<file path="config.mk">
export PLATFORM = sky130hd
export DESIGN_NAME = thermal_threshold_alert_monitor
export DESIGN_NICKNAME = d
export VERILOG_FILES = /design/src/design/ttam_pkg.sv /design/src/design/ttam_ram.sv /design/src/design/thermal_threshold_alert_monitor.sv
export SDC_FILE = /design/constraint.sdc
export NUM_CORES = 1
export LEC_CHECK = 0
export ABC_AREA = 0
export BUFFER_PORTS_ARGS = -buffer_cell sky130_fd_sc_hd__buf_2
export CAP_MARGIN = 30
export CORE_MARGIN = 3
export CORE_UTILIZATION = 31
export DETAILED_ROUTE_END_ITERATION = 10
export MAX_ROUTING_LAYER = met4
export SLEW_MARGIN = 10
export SYNTH_ARGS = -nofsm -noshare
export SYNTH_HDL_FRONTEND = slang
export SYNTH_SLANG_ARGS = --single-unit
</file>
<file path="constraint.sdc">
create_clock -name aclk -period 8.5 [get_ports aclk]
set_input_delay 0.425 -clock aclk [delete_from_list [all_inputs] [get_ports aclk]]
set_output_delay 0.425 -clock aclk [all_outputs]
set_load 0.01 [all_outputs]
</file>
<file path="src/design/ttam_pkg.sv">
`default_nettype none

package ttam_pkg;

    // Configuration register map (index = paddr / 4)
    localparam int APB_AW = 4;

    localparam logic [1:0] REG_HIGH = 2'd0;
    localparam logic [1:0] REG_HYST = 2'd1;
    localparam logic [1:0] REG_CRIT = 2'd2;

    // Event kinds
    localparam logic [1:0] KIND_ERROR = 2'd0;
    localparam logic [1:0] KIND_HIGH  = 2'd1;
    localparam logic [1:0] KIND_CLEAR = 2'd2;
    localparam logic [1:0] KIND_CRIT  = 2'd3;

    typedef struct packed {
        logic [1:0]         kind;
        logic [2:0]         channel;
        logic signed [15:0] temperature;
        logic signed [15:0] threshold;
        logic [31:0]        stamp;
        logic               last;
        logic [31:0]        alert_total;
        logic [31:0]        error_total;
    } event_t;

endpackage

`default_nettype wire

</file>
<file path="src/design/ttam_ram.sv">
`default_nettype none

// Simple dual-port RAM, registered read, read data holds while re is low.
module ttam_ram #(
    parameter int WIDTH = 1,
    parameter int DEPTH = 8,
    parameter int AW    = (DEPTH > 1) ? $clog2(DEPTH) : 1
) (
    input  wire logic             aclk,
    input  wire logic             we,
    input  wire logic [AW-1:0]    waddr,
    input  wire logic [WIDTH-1:0] wdata,
    input  wire logic             re,
    input  wire logic [AW-1:0]    raddr,
    output logic      [WIDTH-1:0] rdata
);

    logic [WIDTH-1:0] mem [DEPTH];

    always_ff @(posedge aclk) begin
        if (we) begin
            mem[waddr] <= wdata;
        end
        if (re) begin
            rdata <= mem[raddr];
        end
    end

endmodule

`default_nettype wire

</file>
<file path="src/design/thermal_threshold_alert_monitor.sv">
`default_nettype none

// Thermal threshold alert monitor. Each transfer on the s_ channel carries one
// reading (channel, signed deci-degree temperature, read-failure flag, ms
// timestamp) and yields zero, one or two event transfers on the m_ channel:
// sensor error, alert high, alert clear and critical, in that order, the
// final one flagged by m_last_event. Every event carries the running alert and
// error totals after its reading. Per-channel alert flags live in a small
// synchronous RAM; a registered read is followed by a compare/modify/write-back
// stage, with forwarding when consecutive readings hit the same channel.
// An event passes the stage 1 registers and the output register before it is
// visible at m_. With m_ready held high the block takes one reading per cycle;
// a reading that yields two events holds off the next reading while the second
// event waits in a one-entry pending slot behind the output register. Alert
// flags are valid bits plus RAM data, so reset clears them at once with no
// clearing pass. Readings on a channel at or beyond CHANNELS are taken and
// dropped silently.
// Thresholds sit on an APB port at 0x0 (high), 0x4 (hysteresis), 0x8
// (critical); write them only while the block is idle.
module thermal_threshold_alert_monitor #(
    parameter int CHANNELS = 8
) (
    input  wire logic                        aclk,
    input  wire logic                        aresetn,

    // Readings
    input  wire logic                        s_valid,
    output logic                             s_ready,
    input  wire logic [2:0]                  s_channel,
    input  wire logic signed [15:0]          s_temperature,
    input  wire logic                        s_read_failed,
    input  wire logic [31:0]                 s_timestamp,

    // Events
    output logic                             m_valid,
    input  wire logic                        m_ready,
    output logic [1:0]                       m_event_kind,
    output logic [2:0]                       m_event_channel,
    output logic signed [15:0]               m_event_temperature,
    output logic signed [15:0]               m_event_threshold,
    output logic [31:0]                      m_event_time,
    output logic                             m_last_event,
    output logic [31:0]                      m_alert_total,
    output logic [31:0]                      m_error_total,

    // APB configuration
    input  wire logic                        psel,
    input  wire logic                        penable,
    input  wire logic                        pwrite,
    input  wire logic [ttam_pkg::APB_AW-1:0] paddr,
    input  wire logic [31:0]                 pwdata,
    output logic [31:0]                      prdata,
    output logic                             pready
);

    import ttam_pkg::*;

    localparam int AW = (CHANNELS > 1) ? $clog2(CHANNELS) : 1;

    // ---------------- configuration ----------------
    logic signed [15:0] high_thr_reg, hyst_thr_reg, crit_thr_reg;
    logic [1:0]         reg_idx;
    logic               cfg_wr;

    assign pready  = 1'b1;
    assign reg_idx = paddr[APB_AW-1:2];
    assign cfg_wr  = psel && penable && pwrite && pready;

    always_ff @(posedge aclk) begin
        if (!aresetn) begin
            high_thr_reg <= '0;
            hyst_thr_reg <= '0;
            crit_thr_reg <= '0;
        end else if (cfg_wr) begin
            unique case (reg_idx)
                REG_HIGH: high_thr_reg <= pwdata[15:0];
                REG_HYST: hyst_thr_reg <= pwdata[15:0];
                REG_CRIT: crit_thr_reg <= pwdata[15:0];
                default:  ;
            endcase
        end
    end

    always_comb begin
        unique case (reg_idx)
            REG_HIGH: prdata = {{16{high_thr_reg[15]}}, high_thr_reg};
            REG_HYST: prdata = {{16{hyst_thr_reg[15]}}, hyst_thr_reg};
            REG_CRIT: prdata = {{16{crit_thr_reg[15]}}, crit_thr_reg};
            default:  prdata = '0;
        endcase
    end

    // ---------------- handshake control ----------------
    logic s1_valid_reg;
    logic out_valid_reg, out_valid_next;
    logic pend_valid_reg, pend_valid_next;
    logic out_free, s1_fire, accept;

    // Output side is empty after this edge: safe to drop up to two events in.
    assign out_free = !out_valid_reg || (m_ready && !pend_valid_reg);
    assign s1_fire  = s1_valid_reg && out_free;
    assign s_ready  = !s1_valid_reg || s1_fire;
    assign accept   = s_valid && s_ready;

    // ---------------- stage 0: flag read ----------------
    logic [CHANNELS-1:0] vld_reg;
    logic [AW-1:0]       rd_addr, wr_addr;
    logic                in_range;
    logic                wr_en, wr_data;
    logic [0:0]          rd_data;

    assign rd_addr  = AW'(s_channel);
    assign in_range = (32'(s_channel) < CHANNELS);

    ttam_ram #(
        .WIDTH (1),
        .DEPTH (CHANNELS),
        .AW    (AW)
    ) u_flag_ram (
        .aclk  (aclk),
        .we    (wr_en),
        .waddr (wr_addr),
        .wdata (wr_data),
        .re    (accept),
        .raddr (rd_addr),
        .rdata (rd_data)
    );

    // ---------------- stage 1 registers ----------------
    logic [2:0]         s1_channel_reg;
    logic signed [15:0] s1_temp_reg;
    logic               s1_failed_reg;
    logic [31:0]        s1_time_reg;
    logic               s1_inrange_reg;
    logic               fwd_hit_reg, fwd_val_reg, ent_valid_reg;

    always_ff @(posedge aclk) begin
        if (!aresetn) begin
            s1_valid_reg <= 1'b0;
        end else if (s_ready) begin
            s1_valid_reg <= s_valid;
        end
    end

    always_ff @(posedge aclk) begin
        if (accept) begin
            s1_channel_reg <= s_channel;
            s1_temp_reg    <= s_temperature;
            s1_failed_reg  <= s_read_failed;
            s1_time_reg    <= s_timestamp;
            s1_inrange_reg <= in_range;
            // write-back landing on the entry being read: RAM gives old data
            fwd_hit_reg    <= wr_en && (wr_addr == rd_addr);
            fwd_val_reg    <= wr_data;
            ent_valid_reg  <= in_range && vld_reg[rd_addr];
        end
    end

    // ---------------- stage 1: evaluate and write back ----------------
    logic               flag;
    logic               hi_hit, crit_hit, clr_hit, raise;
    logic               have_p, have_a, have_b;
    logic [1:0]         p_kind;
    logic signed [15:0] p_temp, p_thr;
    logic [31:0]        alert_cnt_reg, alert_cnt_next;
    logic [31:0]        error_cnt_reg, error_cnt_next;
    event_t             ev_a, ev_b;

    assign flag = fwd_hit_reg ? fwd_val_reg : (ent_valid_reg && rd_data[0]);

    always_comb begin
        hi_hit   = (high_thr_reg != 16'sd0) && (s1_temp_reg >= high_thr_reg);
        raise    = hi_hit && !flag;
        clr_hit  = !hi_hit && flag && (s1_temp_reg < hyst_thr_reg);
        crit_hit = s1_inrange_reg && !s1_failed_reg &&
                   (crit_thr_reg != 16'sd0) && (s1_temp_reg >= crit_thr_reg);

        have_p = 1'b0;
        p_kind = KIND_ERROR;
        p_temp = '0;
        p_thr  = '0;
        wr_data = flag;
        alert_cnt_next = alert_cnt_reg;
        error_cnt_next = error_cnt_reg;

        if (s1_inrange_reg) begin
            priority if (s1_failed_reg) begin
                have_p         = 1'b1;
                error_cnt_next = error_cnt_reg + 32'd1;
            end else if (raise) begin
                have_p         = 1'b1;
                p_kind         = KIND_HIGH;
                p_temp         = s1_temp_reg;
                p_thr          = high_thr_reg;
                wr_data        = 1'b1;
                alert_cnt_next = alert_cnt_reg + 32'd1;
            end else if (clr_hit) begin
                have_p  = 1'b1;
                p_kind  = KIND_CLEAR;
                p_temp  = s1_temp_reg;
                wr_data = 1'b0;
            end else begin
                have_p = 1'b0;
            end
        end

        have_a = have_p || crit_hit;
        have_b = have_p && crit_hit;

        ev_b.kind        = KIND_CRIT;
        ev_b.channel     = s1_channel_reg;
        ev_b.temperature = s1_temp_reg;
        ev_b.threshold   = crit_thr_reg;
        ev_b.stamp       = s1_time_reg;
        ev_b.last        = 1'b1;
        ev_b.alert_total = alert_cnt_next;
        ev_b.error_total = error_cnt_next;

        ev_a = ev_b;
        if (have_p) begin
            ev_a.kind        = p_kind;
            ev_a.temperature = p_temp;
            ev_a.threshold   = p_thr;
            ev_a.last        = !crit_hit;
        end
    end

    assign wr_en   = s1_fire && s1_inrange_reg && !s1_failed_reg;
    assign wr_addr = AW'(s1_channel_reg);

    always_ff @(posedge aclk) begin
        if (!aresetn) begin
            vld_reg       <= '0;
            alert_cnt_reg <= '0;
            error_cnt_reg <= '0;
        end else if (s1_fire) begin
            if (wr_en) begin
                vld_reg[wr_addr] <= 1'b1;
            end
            alert_cnt_reg <= alert_cnt_next;
            error_cnt_reg <= error_cnt_next;
        end
    end

    // ---------------- output register and pending slot ----------------
    event_t out_ev_reg, out_ev_next;
    event_t pend_ev_reg, pend_ev_next;

    always_comb begin
        out_valid_next  = out_valid_reg;
        out_ev_next     = out_ev_reg;
        pend_valid_next = pend_valid_reg;
        pend_ev_next    = pend_ev_reg;
        if (out_valid_reg && m_ready) begin
            out_valid_next  = pend_valid_reg;
            out_ev_next     = pend_ev_reg;
            pend_valid_next = 1'b0;
        end
        if (s1_fire && have_a) begin
            out_valid_next  = 1'b1;
            out_ev_next     = ev_a;
            pend_valid_next = have_b;
            pend_ev_next    = ev_b;
        end
    end

    always_ff @(posedge aclk) begin
        if (!aresetn) begin
            out_valid_reg  <= 1'b0;
            pend_valid_reg <= 1'b0;
        end else begin
            out_valid_reg  <= out_valid_next;
            pend_valid_reg <= pend_valid_next;
        end
    end

    always_ff @(posedge aclk) begin
        out_ev_reg  <= out_ev_next;
        pend_ev_reg <= pend_ev_next;
    end

    assign m_valid             = out_valid_reg;
    assign m_event_kind        = out_ev_reg.kind;
    assign m_event_channel     = out_ev_reg.channel;
    assign m_event_temperature = out_ev_reg.temperature;
    assign m_event_threshold   = out_ev_reg.threshold;
    assign m_event_time        = out_ev_reg.stamp;
    assign m_last_event        = out_ev_reg.last;
    assign m_alert_total       = out_ev_reg.alert_total;
    assign m_error_total       = out_ev_reg.error_total;

endmodule

`default_nettype wire

</file>
; ---- Word level (Yosys, flattened, before mapping)
; Memories as Yosys holds them, arrays and structs flattened. A register that Yosys moved wholly into a read port is not among the register bits.
; Cells that the tools add are included.
[totals]
register_bits = 443
ram_bits = 8
in_bits = 95
out_inout_bits = 169
mem_count = 1
[classes]
bitwise_logic = 1
mux = 34
reduce_logical = 36
eq_ne = 3
add_sub_neg = 2
order_cmp = 6
[mem_list]
columns = name, words, word_bits, rd, rd_clocked_by_memory_dff, write_ports, line
row1 = u_flag_ram.mem, 8, 1, 1, 1, 1, ttam_ram.sv:18  ; logic [WIDTH-1:0] mem [DEPTH];
[ops]
columns = op, count
row1 = 134-bit 2-to-1 mux, 2
row2 = 32-bit 2-to-1 mux, 4
row3 = 32-bit one-hot mux with 3 select lines, 1
row4 = 16-bit 2-to-1 mux, 5
row5 = 32-bit by 1-bit adder with 32-bit output (second input constant), 2
row6 = 16-bit greater-or-equal comparator, 2
row7 = 16-bit nonzero test, 2
row8 = 1-bit logical AND, 18
row9 = 16-bit < comparator, 1
row10 = 1-bit 2-to-1 mux, 16
row11 = 3-bit by 4-bit < comparator with 1-bit output (second input constant), 2
row12 = 2-bit 2-to-1 mux, 4
row13 = 8-bit OR, 1
row14 = 2-bit AND reduction, 4
row15 = 1-bit logical NOT, 7
row16 = 1-bit binary-select mux with 3-bit select, 1
row17 = 1-bit demux with 3-bit select, 1
row18 = 3-bit equality test, 1
row19 = 3-bit by 1-bit greater-or-equal comparator with 1-bit output (second input constant), 1
row20 = 1-bit logical OR, 3
row21 = 2-bit by 1-bit equality test with 1-bit output (second input constant), 1
row22 = 2-bit equality test (second input constant), 1
row23 = 2-bit logical NOT, 1
row24 = 2-bit nonzero test, 1

; ---- Longest topological paths before layout
; Gate-level depths: netlist of the first run.
[logic_depth]
ltp_word = 11
ltp_mapped = 12

; ---- By module
; Synthesis of the first run repeated with hierarchy kept, for this count alone.
[hier_totals]
hier_cells = 1571
hier_area_um2 = 19591.3
[modules_own_cells]
columns = module, cells_each, n_inst, area_each_um2, seq_area_each_um2
row1 = thermal_threshold_alert_monitor, 1546, 1, 19198.4, 12071.6
row2 = ttam_ram, 25, 1, 392.9, 270.3

; ---- Worst setup path before layout of the first run
; Ideal clock, no wire load.
[synth_timing]
path_kind = reg-to-reg
from = register s1_temp_reg[15]
to = register out_ev_reg, in the netlist m_alert_total[0] (enable)
arrival_ns = 6.492
synth_period_minus_slack_ns = 7.009
slack_ns = 1.491
path_stages_with_launch = 12
setup_ns = 0.517
n_path_buf = 2
required_time_ns = 7.983
cell_sequence = edfxtp_1 > ha_1 > nand4_1 > nor4_2 > a21bo_2 > and4_4 > nor3_2 > a211oi_2 > o21ai_4 > buf_6 > buf_6 > nand2b_1
[synth_via]
elab_chain_cells = 11
word_cells_on_any_way = 15
[synth_lines]
columns = element, line
row1 = start: declaration, thermal_threshold_alert_monitor.sv:131  ; logic signed [15:0] s1_temp_reg;
row2 = start signal: assignment, thermal_threshold_alert_monitor.sv:148  ; s1_temp_reg <= s_temperature;
row3 = 16-bit greater-or-equal comparator, thermal_threshold_alert_monitor.sv:172  ; hi_hit = (high_thr_reg != 16'sd0) && (s1_temp_reg >= high_thr_reg);
row4 = 1-bit logical AND, thermal_threshold_alert_monitor.sv:172
row5 = 1-bit logical NOT, thermal_threshold_alert_monitor.sv:174  ; clr_hit = !hi_hit && flag && (s1_temp_reg < hyst_thr_reg);
row6 = 1-bit logical AND (2 in series), thermal_threshold_alert_monitor.sv:174
row7 = 1-bit 2-to-1 mux, thermal_threshold_alert_monitor.sv:197  ; end else if (clr_hit) begin
row8 = 1-bit 2-to-1 mux, thermal_threshold_alert_monitor.sv:190  ; end else if (raise) begin
row9 = 1-bit 2-to-1 mux, thermal_threshold_alert_monitor.sv:187  ; priority if (s1_failed_reg) begin
row10 = 1-bit logical OR *, thermal_threshold_alert_monitor.sv:207  ; have_a = have_p || crit_hit;
row11 = 1-bit logical AND *, thermal_threshold_alert_monitor.sv:259  ; if (s1_fire && have_a) begin
row12 = 2-bit nonzero test (no source line) *, n/a
row13 = end signal: assignment, thermal_threshold_alert_monitor.sv:278  ; out_ev_reg <= out_ev_next;
row14 = end: declaration, thermal_threshold_alert_monitor.sv:246  ; event_t out_ev_reg, out_ev_next;
; Every way passes the cells marked *; elsewhere a longest branch is shown, timed or not.
; A chain may end at the register's enable or synchronous reset.

==> impl_summary.log, run 1 <==
[metrics] pin count of the biggest net entering global routing: 169
[metrics] clock tree root driver cell: sky130_fd_sc_hd__clkbuf_16
[metrics] outcome: completed
[metrics] Synth Area in Simple Gates: 11.39%
[metrics] number of different library cells in the post-synthesis netlist: 64
[metrics] final RePlAce weighted congestion: 0.8593
[metrics] vias per inst: 4.675
[metrics] number of synthesis warnings: 0
[metrics] predominant post-synthesis flop cell: sky130_fd_sc_hd__edfxtp_1
[metrics] DPL Wire Length: 32,110 um
[metrics] clock tree from TritonCTS: yes
[metrics] xor and xnor fraction of the mapped netlist area: 4.402%
[metrics] layout overhead on the synthesized area: 21.14%
[metrics] Static Leak: 0.008891 uW
[metrics] share of final-layout standard cells stronger than drive strength 1: 27.42%
[metrics] dpl cell area: 22,140 um^2
[metrics] largest cells by area after synthesis: sky130_fd_sc_hd__edfxtp_1, sky130_fd_sc_hd__dfxtp_1, sky130_fd_sc_hd__mux2_2
[metrics] number of pins exceeding their max-slew limit in the final report: 0
[metrics] buffers inserted during post-CTS setup optimization: 0
[metrics] I/O Pins: 264
[metrics] GR met3 Demand/Resource: 2.484%
[metrics] max reg flops: 131
[metrics] class of the worst hold path: in -> reg
[metrics] final setup TNS: 0 ns
[metrics] initial standard-cell utilization of the core: 31.57%
[metrics] power density relative to cell area: 214.1 nW/um^2
[metrics] worst-case clock buffer depth: 3
[metrics] Die X-Extent: 260.6 um
[metrics] minimum period implied by the final worst setup slack: 4.777 ns
[metrics] vias after detailed routing: 12,690
[metrics] number of enable flip-flop cells after synthesis: 329
[metrics] largest family of logic cells by synthesized area: simple AND/OR/NAND/NOR gates
[metrics] Post-Layout Inst Area: 24,340 um^2
[metrics] number of violations reported at the end of detailed-routing iteration 0: 660
[metrics] mux share of post-synthesis cell area: 9.819%
[metrics] CP arrival: 5.10 ns
[metrics] WL final: 48,120 um
[metrics] htree depth: 2
[metrics] Slew HR: 28.22%
[metrics] grt total ovfl: 0
[metrics] placed cells: 2,570
[metrics] number of endpoints with negative hold slack in the final report: 0
[metrics] area of the mapped netlist: 20,090 um^2
[metrics] sinks on the clock net: 452
[metrics] startpoint class of the critical path: flip-flop
[metrics] first-pass iteration count of the detailed router: 4
[metrics] adder-cell area share of the yosys netlist: 3.051%
[metrics] vias in the first global route: 12,750
[metrics] post-synthesis sequential area ratio: 61.42%
[metrics] worst path required time: 8.83 ns
[metrics] share of the synthesized area in compound gates (AO/OA/AOI/OAI): 6.650%
[metrics] chip height: 260.6 um
[metrics] Post-Route Skew: 0.04237 ns
[metrics] total die area: 67,910 um^2
[metrics] total of buffers placed on input and output ports: 244
[metrics] net total in the final layout: 1,968
[metrics] initial antenna violation count: 3
[metrics] max-capacitance violation count: 0
[metrics] drc violations: 0
[metrics] clock-pin slew on the worst setup and hold paths: 0.06 ns
[metrics] Worst Setup Path Type: reg -> reg
[metrics] syn_nets: 1,686
[metrics] all-layer global routing usage: 14.31%
[metrics] critical path fanouts, max: 168
[metrics] VDD IR-drop max: 0.1515 mV
[metrics] RSZ-0062 raised after global routing: no
[metrics] Std-Cell Rows: 92
[metrics] M1 GR Usage: 18.45%
[metrics] average detailed-routed wire length per instance: 17.73 um
[metrics] mean instance size in the synthesized netlist: 13.03 um^2
[metrics] most common library cells after synthesis: sky130_fd_sc_hd__edfxtp_1, sky130_fd_sc_hd__nand2_1, sky130_fd_sc_hd__dfxtp_1
[metrics] Max Clk Rate: 0.2094 GHz
[metrics] Final setup violation count: 0
[metrics] core area: 63,660 um^2
[metrics] number of CTS-inserted buffers: 51
[metrics] GRT busiest layer: met2
[metrics] number of gates given a new drive strength after cts: 0
[metrics] first-pass GRT wire length: 73,610 um
[metrics] Final Non-Filler Cells: 2,714
[metrics] met2 track demand over resource: 23.05%
[metrics] endpoint type of the worst setup path: flip-flop
[metrics] most frequent cell after synthesis: sky130_fd_sc_hd__edfxtp_1
[metrics] total of flip-flops plus latches after synthesis: 452
[metrics] Synth top area share: 49.17%
[metrics] share of synthesized flip-flops with an asynchronous set or reset: 0%
[metrics] period utilization: 56.20%
[metrics] Yosys top cell by area: sky130_fd_sc_hd__edfxtp_1
[metrics] Worst-Margin Slew: 1.077 ns
[metrics] Final ANT Viol Nets: 0
[metrics] worst skew pair latency: 0.61 ns
[metrics] final core utilization: 38.24%
[metrics] post-synthesis cell count: 1,542
## placed cells by master, fill, tap and decap left out, types with 14 or more instances in the layout
master	count
sky130_fd_sc_hd__edfxtp_1	329
sky130_fd_sc_hd__buf_2	245
sky130_fd_sc_hd__nand2_1	178
sky130_fd_sc_hd__dfxtp_1	123
sky130_fd_sc_hd__mux2_2	88
sky130_fd_sc_hd__a21boi_0	63
sky130_fd_sc_hd__inv_1	59
sky130_fd_sc_hd__xor2_1	58
sky130_fd_sc_hd__clkbuf_16	52
sky130_fd_sc_hd__o21ai_0	49
sky130_fd_sc_hd__ha_1	49
sky130_fd_sc_hd__nor2_1	46
sky130_fd_sc_hd__mux2_4	46
sky130_fd_sc_hd__dlygate4sd3_1	46
sky130_fd_sc_hd__xnor2_1	43
sky130_fd_sc_hd__and2_1	40
sky130_fd_sc_hd__or3_1	28
sky130_fd_sc_hd__nand3_1	26
sky130_fd_sc_hd__nand4_1	23
sky130_fd_sc_hd__nor2b_1	21
sky130_fd_sc_hd__nor3_1	19
sky130_fd_sc_hd__mux2i_1	19
sky130_fd_sc_hd__and3_1	17
sky130_fd_sc_hd__buf_4	17
sky130_fd_sc_hd__a32o_1	16
sky130_fd_sc_hd__nor4_1	15
sky130_fd_sc_hd__clkbuf_8	14
## per-layer routing
metal,wire length (um),vias up,part of all wire [%]
li1,-,6142,-
met1,21440,6180,45
met2,23050,287,48
met3,2376,79,4.9
met4,1249,0,2.6
met5,0,-,0
## report_power, final
group	switching [uW]	internal [uW]	total, uW
logic	258	199	457
clock network	913	1260	2170
registers	52.5	2530	2580
total	1220	3990	5210
## cell type report
| class | count | area, um^2 |
|---|---|---|
| Antenna cell | 1 | 2.502 |
| Clock buffer | 73 | 1520 |
| Clock inverter | 23 | 187.7 |
| Fill cell | 6040 | 39310 |
| Inverter | 59 | 221.5 |
| Multi-Input combinational cell | 949 | 7121 |
| Sequential cell | 452 | 12340 |
| Tap cell | 846 | 1059 |
| Timing Repair Buffer | 311 | 1889 |
## stage by stage
step	power, uW	worst slack (ns)	hold WS (ns)
global placement	3063	3.896	0.4285
floorplan	2901	1.491	0.4204
global route	5436	3.434	0.01326
detailed placement	3077	3.781	0.4299
finish	5212	3.723	0.06214
CTS	5305	3.740	0.008254
## path summary, 6_finish.rpt
| path | startpoint | end | slack (ns) | cells past startpoint |
|---|---|---|---|---|
| worst max-delay path | s1_temp_reg[15]$_DFFE_PP_ | m_alert_total[9]$_DFFE_PP_ | 3.72 | 12 |
| worst min-delay path | s_temperature[15] | s1_temp_reg[15]$_DFFE_PP_ | 0.06 | 1 |
| worst max register to register | s1_temp_reg[15]$_DFFE_PP_ | m_alert_total[9]$_DFFE_PP_ | 3.72 | 12 |
| worst min register to register | s1_time_reg[1]$_DFFE_PP_ | pend_ev_reg[66]$_DFFE_PP_ | 0.42 | 0 |
## worst max-delay path, stage by stage, from the launching register on
cell and delay [ns]:
sky130_fd_sc_hd__edfxtp_1 0.47, sky130_fd_sc_hd__ha_1 0.44, sky130_fd_sc_hd__nand4_1 0.24, sky130_fd_sc_hd__nor4_2 0.40, sky130_fd_sc_hd__a21bo_2 0.30, sky130_fd_sc_hd__and4_4 0.16, sky130_fd_sc_hd__nor3_2 0.14, sky130_fd_sc_hd__buf_4 0.23
sky130_fd_sc_hd__a211oi_2 0.12, sky130_fd_sc_hd__o21ai_4 0.07, sky130_fd_sc_hd__buf_4 0.52, sky130_fd_sc_hd__buf_12 0.72, sky130_fd_sc_hd__mux2_2 0.42
## logic make-up (layout without fill, tap and decap cells)
family / Yosys count / after routing
DFF: 452 / 452
and+or+nand+nor: 451 / 451
AOI/OAI and AO/OA: 189 / 189
muxes: 158 / 158
buffers and inverters: 141 / 466
xor gates and xnor gates: 101 / 101
adders and majority gates: 49 / 49
other: 1 / 2
## repair_timing
item	CTS	global route
setup endpoints to repair	0	0
hold endpoints to repair	46	0
hold buffers	46	0
Note: power is estimated with default switching activity, not from simulation.
==> run 2: changes to the inputs <==
--- a/config.mk
+++ b/config.mk
@@ -5,7 +5,7 @@
 export SDC_FILE = /design/constraint.sdc
 export NUM_CORES = 1
 export LEC_CHECK = 0
-export ABC_AREA = 0
+export ABC_AREA = 1
 export BUFFER_PORTS_ARGS = -buffer_cell sky130_fd_sc_hd__buf_2
 export CAP_MARGIN = 30
 export CORE_MARGIN = 3
==> constraint.sdc (replaced) <==
create_clock -name aclk -period 4.1 [get_ports aclk]
set_input_delay 0.205 -clock aclk [delete_from_list [all_inputs] [get_ports aclk]]
set_output_delay 0.205 -clock aclk [all_outputs]
set_load 0.01 [all_outputs]
==> impl_summary.log, run 2 <==
[metrics] minimum period implied by the final worst setup slack: 3.520 ns
[metrics] worst-case clock buffer depth: 3
[metrics] pin count of the biggest net entering global routing: 92
[metrics] RSZ-0062 raised after global routing: no
[metrics] max reg flops: 131
[metrics] Yosys top cell by area: sky130_fd_sc_hd__edfxtp_1
[metrics] total of flip-flops plus latches after synthesis: 452
[metrics] Std-Cell Rows: 92
[metrics] initial antenna violation count: 0
[metrics] CP arrival: 3.81 ns
[metrics] chip height: 259.6 um
[metrics] I/O Pins: 264
[metrics] slack of the worst reg-to-reg path: 0.58 ns
[metrics] post-synthesis sequential area ratio: 61.91%
[metrics] core area: 63,310 um^2
[metrics] startpoint class of the critical path: flip-flop
[metrics] end of the worst register-to-register path: pend_ev_reg[117]$_DFFE_PP_
[metrics] worst r2r src: s1_temp_reg[10]$_DFFE_PP_
[metrics] Static Leak: 0.01003 uW
[metrics] number of enable flip-flop cells after synthesis: 329
[metrics] initial standard-cell utilization of the core: 31.49%
[metrics] most used cells in the layout excluding fill and tap cells: sky130_fd_sc_hd__nand2_1, sky130_fd_sc_hd__edfxtp_1, sky130_fd_sc_hd__buf_2
[metrics] period utilization: 85.86%
[metrics] all-layer global routing usage: 15.11%
[metrics] number of violations reported at the end of detailed-routing iteration 0: 985
[metrics] htree depth: 2
[metrics] mean instance size in the synthesized netlist: 9.865 um^2
[metrics] Worst-Margin Slew: 0.9678 ns
[metrics] Post-Route Skew: 0.02039 ns
[metrics] endpoint of the worst hold-timing path: pend_valid_reg$_SDFFE_PN0P_
[metrics] Synth top area share: 49.55%
[metrics] predominant post-synthesis flop cell: sky130_fd_sc_hd__edfxtp_1
[metrics] grt total ovfl: 0
[metrics] Final setup violation count: 0
[metrics] number of different library cells in the post-synthesis netlist: 40
[metrics] post-synthesis cell count: 2,021
[metrics] share of final-layout standard cells stronger than drive strength 1: 15.58%
[metrics] critical path fanouts, max: 67
[metrics] GR met3 Demand/Resource: 2.795%
[metrics] worst path required time: 4.39 ns
[metrics] first-pass GRT wire length: 78,880 um
[metrics] met2 track demand over resource: 24.77%
[metrics] first-pass iteration count of the detailed router: 5
[metrics] power density relative to cell area: 453.4 nW/um^2
[metrics] number of cells on the worst reg-to-reg path: 16
[metrics] Worst Setup Path Type: reg -> reg
[metrics] class of the worst hold path: in -> reg
[metrics] layout overhead on the synthesized area: 22.50%
[metrics] Max Clk Rate: 0.2841 GHz
[metrics] sinks on the clock net: 452
[metrics] Die X-Extent: 259.6 um
[metrics] final RePlAce weighted congestion: 0.8614
[metrics] DPL Wire Length: 34,630 um
[metrics] number of endpoints with negative hold slack in the final report: 0
[metrics] most common cell after layout, fill and taps aside: sky130_fd_sc_hd__nand2_1
[metrics] total of buffers placed on input and output ports: 244
[metrics] share of synthesized flip-flops with an asynchronous set or reset: 0%
[metrics] drc violations: 0
[metrics] Final ANT Viol Nets: 0
[metrics] syn_nets: 2,165
[metrics] number of CTS-inserted buffers: 49
[metrics] number of synthesis warnings: 0
[metrics] fill count: 6,248
[metrics] worst skew pair latency: 0.60 ns
[metrics] vias in the first global route: 14,220
[metrics] net total in the final layout: 2,465
[metrics] GRT busiest layer: met2
[metrics] WL final: 50,270 um
[metrics] diode count: 0
[metrics] clock-pin slew on the worst setup and hold paths: 0.06 ns
[metrics] most common library cells after synthesis: sky130_fd_sc_hd__nand2_1, sky130_fd_sc_hd__edfxtp_1, sky130_fd_sc_hd__inv_1
[metrics] clock tree root driver cell: sky130_fd_sc_hd__clkbuf_16
[metrics] number of pins exceeding their max-slew limit in the final report: 0
[metrics] vias after detailed routing: 14,670
[metrics] worst hold margin: 0.1058 ns
[metrics] area of the mapped netlist: 19,940 um^2
[metrics] max-capacitance violation count: 0
[metrics] number of gates given a new drive strength after cts: 0
[metrics] final setup TNS: 0 ns
[metrics] most frequent cell after synthesis: sky130_fd_sc_hd__nand2_1
[metrics] startpoint of the worst hold path: m_ready
[metrics] M1 GR Usage: 18.96%
[metrics] outcome: completed
[metrics] largest cells by area after synthesis: sky130_fd_sc_hd__edfxtp_1, sky130_fd_sc_hd__dfxtp_1, sky130_fd_sc_hd__nand2_1
[metrics] average detailed-routed wire length per instance: 15.67 um
[metrics] VDD IR-drop max: 0.3464 mV
[metrics] total die area: 67,390 um^2
[metrics] Slew HR: 35.48%
[metrics] instance count along the most critical hold path: 4
[metrics] endpoint type of the worst setup path: flip-flop
[metrics] vias per inst: 4.572
[metrics] clock tree from TritonCTS: yes
==> run 2: cell types whose count changed after synthesis, sizes merged, moves of 71 or more <==
cell	before	now
a21oi	14	124
a21boi	73	0
inv	59	246
nand2	178	544
mux2	135	0
nor2	47	118
o21ai	52	178
==> run 2: how the worst max path moves through the flow <==
stage               cells past startpoint  slack [ns]                         end                      start
floorplan                              16        0.17    pend_ev_reg[0]$_DFFE_PP_  s1_temp_reg[15]$_DFFE_PP_
global placement                       16        0.52   pend_ev_reg[96]$_DFFE_PP_  s1_temp_reg[11]$_DFFE_PP_
detailed placement                     14        0.53   pend_ev_reg[96]$_DFFE_PP_  s1_temp_reg[11]$_DFFE_PP_
CTS                                    14        0.51  pend_ev_reg[117]$_DFFE_PP_  s1_temp_reg[11]$_DFFE_PP_
global route                           16        0.28  pend_ev_reg[120]$_DFFE_PP_  s1_temp_reg[11]$_DFFE_PP_
finish                                 16        0.58  pend_ev_reg[117]$_DFFE_PP_  s1_temp_reg[10]$_DFFE_PP_
==> run 2: metrics by stage <==
stage	utilization (%)	setup slack (ns)	instance area, um^2	power (uW)	cells
4_1_cts	38.53	0.5091	24390	11240	3207
3_3_place_gp	34.75	0.5211	22000	6515	3044
5_1_grt	38.58	0.2820	24420	11570	3208
6_report	38.58	0.5798	24420	11070	3208
3_5_place_dp	34.78	0.5264	22020	6547	3045
2_1_floorplan	-	0.1741	19940	6122	2021
==> run 2: timing repair <==
item	CTS	global route
setup endpoints to repair	0	0
hold buffers	70	0
hold endpoints to repair	109	0
setup buffers	0	0
==> run 2: critical path, stage by stage (launching register included) <==
cell	delay [ns]
sky130_fd_sc_hd__edfxtp_1	0.52
sky130_fd_sc_hd__ha_1	0.33
sky130_fd_sc_hd__nand2_1	0.06
sky130_fd_sc_hd__nor2_1	0.23
sky130_fd_sc_hd__nand2_1	0.11
sky130_fd_sc_hd__nor2_2	0.14
sky130_fd_sc_hd__nand2_1	0.10
sky130_fd_sc_hd__nand3_1	0.09
sky130_fd_sc_hd__nand2_1	0.06
sky130_fd_sc_hd__nand3_2	0.09
sky130_fd_sc_hd__nand3_4	0.16
sky130_fd_sc_hd__nand2_1	0.12
sky130_fd_sc_hd__inv_2	0.05
sky130_fd_sc_hd__nand3_2	0.11
sky130_fd_sc_hd__nand2_8	0.20
sky130_fd_sc_hd__inv_8	0.46
sky130_fd_sc_hd__buf_4	0.30
==> run 2: final cells by class <==
class	instances	area, um^2	area share [%]
clock buffers	63	1299	5.318
clock inverters	29	374.1	1.532
repair buffers	345	2275	9.314
flip-flops and latches	452	12340	50.54
inverters	247	937.1	3.837
well taps	846	1059	4.334
multi-input cells	1226	6137	25.13
==> run 2: kinds of logic (layout without fill, tap and decap cells) <==
group / count (synthesis) / count (layout) / synth area share, %
flip-flops: 452 / 452 / 61.91
XOR/XNOR: 53 / 53 / 2.328
adder cells (fa/ha/maj): 49 / 49 / 3.075
other: 1 / 1 / 0.01881
AO/OA/AOI/OAI: 349 / 349 / 9.332
AND/OR/NAND/NOR: 774 / 774 / 15.89
buffers and inverters: 343 / 684 / 7.450
==> run 2: where the power goes <==
group / internal, uW / leakage, uW / total (uW) / switching [uW]
Sequential: 5250 / 0.00410 / 5380 / 131
Clock: 2700 / 0.000813 / 4590 / 1880
Combinational: 380 / 0.00511 / 1110 / 726
==> run 2: layer usage <==
layer	routed length, um	vias to the layer above
met5	0	-
met4	1282	0
met3	2771	82
met2	24430	389
met1	21790	6851
li1	-	7345
